### src/rtl/iisq_pkg.sv
// ============================================================================
// iisq_pkg
// Shared widths, types and helpers for the integral image block.
// ============================================================================
`default_nettype none

package iisq_pkg;

    localparam int MAX_WIDTH  = 1024;
    localparam int MAX_HEIGHT = 1024;
    localparam int PIXEL_BITS = 8;

    localparam int DIM_W      = 11;
    localparam int IDX_W      = 10;
    localparam int ROW_SUM_W  = 18;
    localparam int ROW_SQ_W   = 26;
    localparam int AREA_W     = 28;
    localparam int AREA_SQ_W  = 36;
    localparam int SQUARE_W   = 2 * PIXEL_BITS;
    localparam int LINE_W     = AREA_W + AREA_SQ_W;
    localparam int CFG_IDX_W  = 1;

    localparam logic [CFG_IDX_W-1:0] REG_FRAME_WIDTH  = 1'd0;
    localparam logic [CFG_IDX_W-1:0] REG_FRAME_HEIGHT = 1'd1;

    // One result word as it leaves the pipeline.
    typedef struct packed {
        logic                  frame_end;
        logic [AREA_SQ_W-1:0]  area_sq_sum;
        logic [AREA_W-1:0]     area_sum;
        logic [IDX_W-1:0]      row_index;
        logic [IDX_W-1:0]      column;
    } result_t;

    // Clamps a dimension register to 1..maxv.
    function automatic logic [DIM_W-1:0] clamp_dim(input logic [DIM_W-1:0] v,
                                                   input logic [DIM_W-1:0] maxv);
        logic [DIM_W-1:0] r;
        if (v == '0) begin
            r = DIM_W'(1);
        end else if (v > maxv) begin
            r = maxv;
        end else begin
            r = v;
        end
        return r;
    endfunction

endpackage

`default_nettype wire

### src/rtl/iisq_outq.sv
// ============================================================================
// iisq_outq
// Four-word result queue that decouples the pipeline from the output stall.
// ============================================================================
`default_nettype none

module iisq_outq (
    input  wire                 aclk,
    input  wire                 aresetn,
    input  wire                 push,
    input  wire iisq_pkg::result_t push_word,
    input  wire                 pop,
    output logic                out_valid,
    output iisq_pkg::result_t   out_word,
    output logic [2:0]          fill
);

    iisq_pkg::result_t entry [4];
    logic [1:0] wr_ptr_reg, rd_ptr_reg;
    logic [2:0] fill_reg, fill_next;

    always_comb begin
        fill_next = fill_reg;
        if (push && !pop) begin
            fill_next = fill_reg + 3'd1;
        end else if (pop && !push) begin
            fill_next = fill_reg - 3'd1;
        end
    end

    always_ff @(posedge aclk) begin
        if (!aresetn) begin
            wr_ptr_reg <= '0;
            rd_ptr_reg <= '0;
            fill_reg   <= '0;
        end else begin
            fill_reg <= fill_next;
            if (push) begin
                wr_ptr_reg <= wr_ptr_reg + 2'd1;
            end
            if (pop) begin
                rd_ptr_reg <= rd_ptr_reg + 2'd1;
            end
        end
    end

    always_ff @(posedge aclk) begin
        if (push) begin
            entry[wr_ptr_reg] <= push_word;
        end
    end

    assign out_valid = (fill_reg != '0);
    assign out_word  = entry[rd_ptr_reg];
    assign fill      = fill_reg;

endmodule

`default_nettype wire

### config.mk
export PLATFORM = sky130hd
export DESIGN_NAME = iisq_outq
export DESIGN_NICKNAME = d
export VERILOG_FILES = /design/src/rtl/iisq_pkg.sv /design/src/rtl/iisq_outq.sv
export SDC_FILE = /design/constraint.sdc
export NUM_CORES = 1
export LEC_CHECK = 0
export BUFFER_PORTS_ARGS = -buffer_cell sky130_fd_sc_hd__buf_4
export CAP_MARGIN = 20
export CORE_UTILIZATION = 36
export CTS_BUF_LIST = sky130_fd_sc_hd__clkbuf_16
export DETAILED_ROUTE_END_ITERATION = 16
export GPL_TIMING_DRIVEN = 1
export PLACE_DENSITY = 0.53
export SLEW_MARGIN = 15
export SYNTH_ARGS = -nofsm -noshare
export SYNTH_HDL_FRONTEND = slang
export SYNTH_SLANG_ARGS = --single-unit
### constraint.sdc
create_clock -name aclk -period 3.4 [get_ports aclk]
set_input_delay 0.17 -clock aclk [delete_from_list [all_inputs] [get_ports aclk]]
set_output_delay 0.17 -clock aclk [all_outputs]
set_load 0.1 [all_outputs]
==> flow_metrics.tcl <==
set metrics [dict create \
    fin_ws_ns 0.907 \
    path_common_cell "buf_4" \
    io_pins 178 \
    vias 6040 \
    synth_area_um2 12800 \
    worstSetupStartpointType "flop" \
    core_um2 34700 \
    worst-path-buf-inv 2 \
    gp_congestion 0.677 \
    hold_violations 0 \
    cts_repair_resize_count 0 \
    path_clk_slew_ns 0.06 \
    cts_buffers 38 \
    crit_family "buffers and inverters" \
    fin_setup_tns_ns 0 \
    hpwl_mm 14.7 \
    critPathMaxStageDelay_ns 0.65 \
    grt_max_degree 51 \
    clock-sinks 349 \
    largest_reg_flops 340 \
    wl_mm 25.0 \
    crit_type "reg2out" \
    fin_skew_ns 0.00608 \
    min_period_ns 2.49 \
    grt_pass1_wl_mm 38.4 \
    max_clock_freq_mhz 401 \
    outcome "finished clean" \
    final_core_util 0.479 \
    arrival_ns 2.32 \
    cp_slowest_cell "dfxtp_4" \
    first_iter_violations 249 \
    placed_area_um2 14600 \
    avgSynthCellArea_um2 26.3 \
    grt.overflow.total 0 \
    max_slew_margin 0.469 \
    nNetsFinal 882 \
    fp-row-count 68 \
    ys_top_cells_by_area "edfxtp_1 80%, mux4_2 15%, dfxtp_1 1.4%" \
    critPathRequiredTime_ns 3.23 \
    drv_slew 0 \
    fin_area_um2 16600 \
    path_max_fanout 32 \
    worst_slew_pin_slew_ns 0.797 \
    syn_to_final_growth_pct 30.4 \
    yosysUniqueCellTypes 20 \
    maxCapViolations 0 \
    grt_use_total 0.143 \
    whs_ns 0.390 \
    setup_viol 0 \
    cts-hold-fix-buffers 88 \
    yosysSeqAreaShare 0.814 \
    ant_nets 0 \
    drcViolationCount 0 \
    grt_pass1_vias 6741 \
    tritoncts "yes" \
    initial_core_util 0.368 \
    die_area_um2 36200 \
    drive_above_1_share 0.409 \
    cts_setup_buffers 0 \
    grt_antenna_before_repair 1 \
    die_h_um 190 \
    synth_top_area_frac 0.800 \
    power.density_nw_per_um2 661 \
    path_cells "buf_4, mux4_2, buf_4" \
    die_x_um 190 \
    clk_path_buf_depth 3 \
    p_leak_nw 5.69 \
    peakVddDrop_mv 0.514 \
    htreeDepth 2 \
    cp-end-kind "output pin" \
    place_ws_ns 1.34 \
    worstSkewPairLatency_ns 0.52 \
    synth_seq_cells 349 \
    cts_root_buf "clkbuf_16" \
    firstDrtPassIters 4 \
    syn_inst 486 \
    hold_class "in2reg" \
    viasPerCell 4.78 \
    synth_area_leader_cell "edfxtp_1" \
    ys_warn_count 0 \
    wire_per_inst_um 19.8 \
    numPortBuffers 177 \
    post-route-period-util 0.733 \
    syn_nets 581 \
    rsz0062_at_grt "false" \
]
-- cell usage after synthesis --
cell and instances:
a21boi_0 1, and2_1 9, buf_1 3, buf_12 6, buf_2 6, buf_4 3, buf_6 1, dfxtp_1 9
edfxtp_1 340, fa_1 1, ha_1 5, inv_1 4, mux2i_1 2, mux4_2 85, nand2_1 1, nor2b_1 2
o21ai_0 1, or3_1 2, xnor2_1 2, xor2_1 3
-- layout make-up --
cell class              instances  area, µm²
fillers                      2873      18100
flip-flops and latches        349      10400
repair buffers                280       2360
multi-input cells             114       2170
clock buffers                  41       1030
well taps                     455        569
clock inverters                19        104
inverters                       4       15.0
diodes                          1       2.50
-- placed cells by master, fill, tap and decap left out, drive strengths merged --
cell type / synthesis / routed
edfxtp: 340 / 340
buf: 19 / 192
dlygate4sd3: 0 / 88
mux4: 85 / 85
clkbuf: 0 / 41
clkinv: 0 / 12
inv: 4 / 10
dfxtp: 9 / 9
and2: 9 / 9
ha: 5 / 5
xor2: 3 / 3
or3: 2 / 2
xnor2: 2 / 2
mux2i: 2 / 2
nor2b: 2 / 2
diode: 0 / 1
nand2: 1 / 1
o21ai: 1 / 1
a21boi: 1 / 1
fa: 1 / 1
bufinv: 0 / 1
-- path summary, 6_finish.rpt --
path / cells past startpoint / end / slack [ns] / start
worst max register to register: 4 / entry[2][51]$_DFFE_PP_ / 1.38 / wr_ptr_reg[0]$_SDFFE_PN0P_
worst max-delay path: 3 / out_word[16] / 0.91 / flop
worst min-delay path: 2 / entry[2][17]$_DFFE_PP_ / 0.39 / push_word[17]
worst min register to register: 2 / fill[2]$_SDFFE_PN0P_ / 0.55 / fill[2]$_SDFFE_PN0P_
-- power by group --
part / switching, mW / internal (mW)
sequential: 0.0639 / 4.94
combinational: 1.66 / 0.610
clock: 1.51 / 2.22
-- kinds of logic after synthesis --
logic type | Yosys count | share of synthesized area
adder cells (fa/ha/maj) | 6 | 0.00647
multiplexers | 87 | 0.152
XOR/XNOR | 5 | 0.00343
AND/OR/NAND/NOR | 14 | 0.00667
flip-flops | 349 | 0.814
AO/OA/AOI/OAI | 2 | 0.000981
buffers and inverters | 23 | 0.0165
-- worst register-to-register path: stages, from the launching register on --
cell	delay [ns]
dfxtp_1	0.35
inv_1	0.11
ha_1	0.16
and2_4	0.67
buf_4	0.40
-- layer usage --
metal	global-route usage	part of all wire
met3	0.0379	0.060
met1	0.177	0.42
met4	0.0415	0.018
met2	0.244	0.50
met5	0	0
-- through the flow --
step	power [mW]	std cells
3_5_place_dp	7.31	1114
6_report	11.0	1263
3_3_place_gp	7.28	1114
2_1_floorplan	6.81	486
4_1_cts	11.2	1262
5_1_grt	11.4	1262
Note: power is estimated with default switching activity, not from simulation.
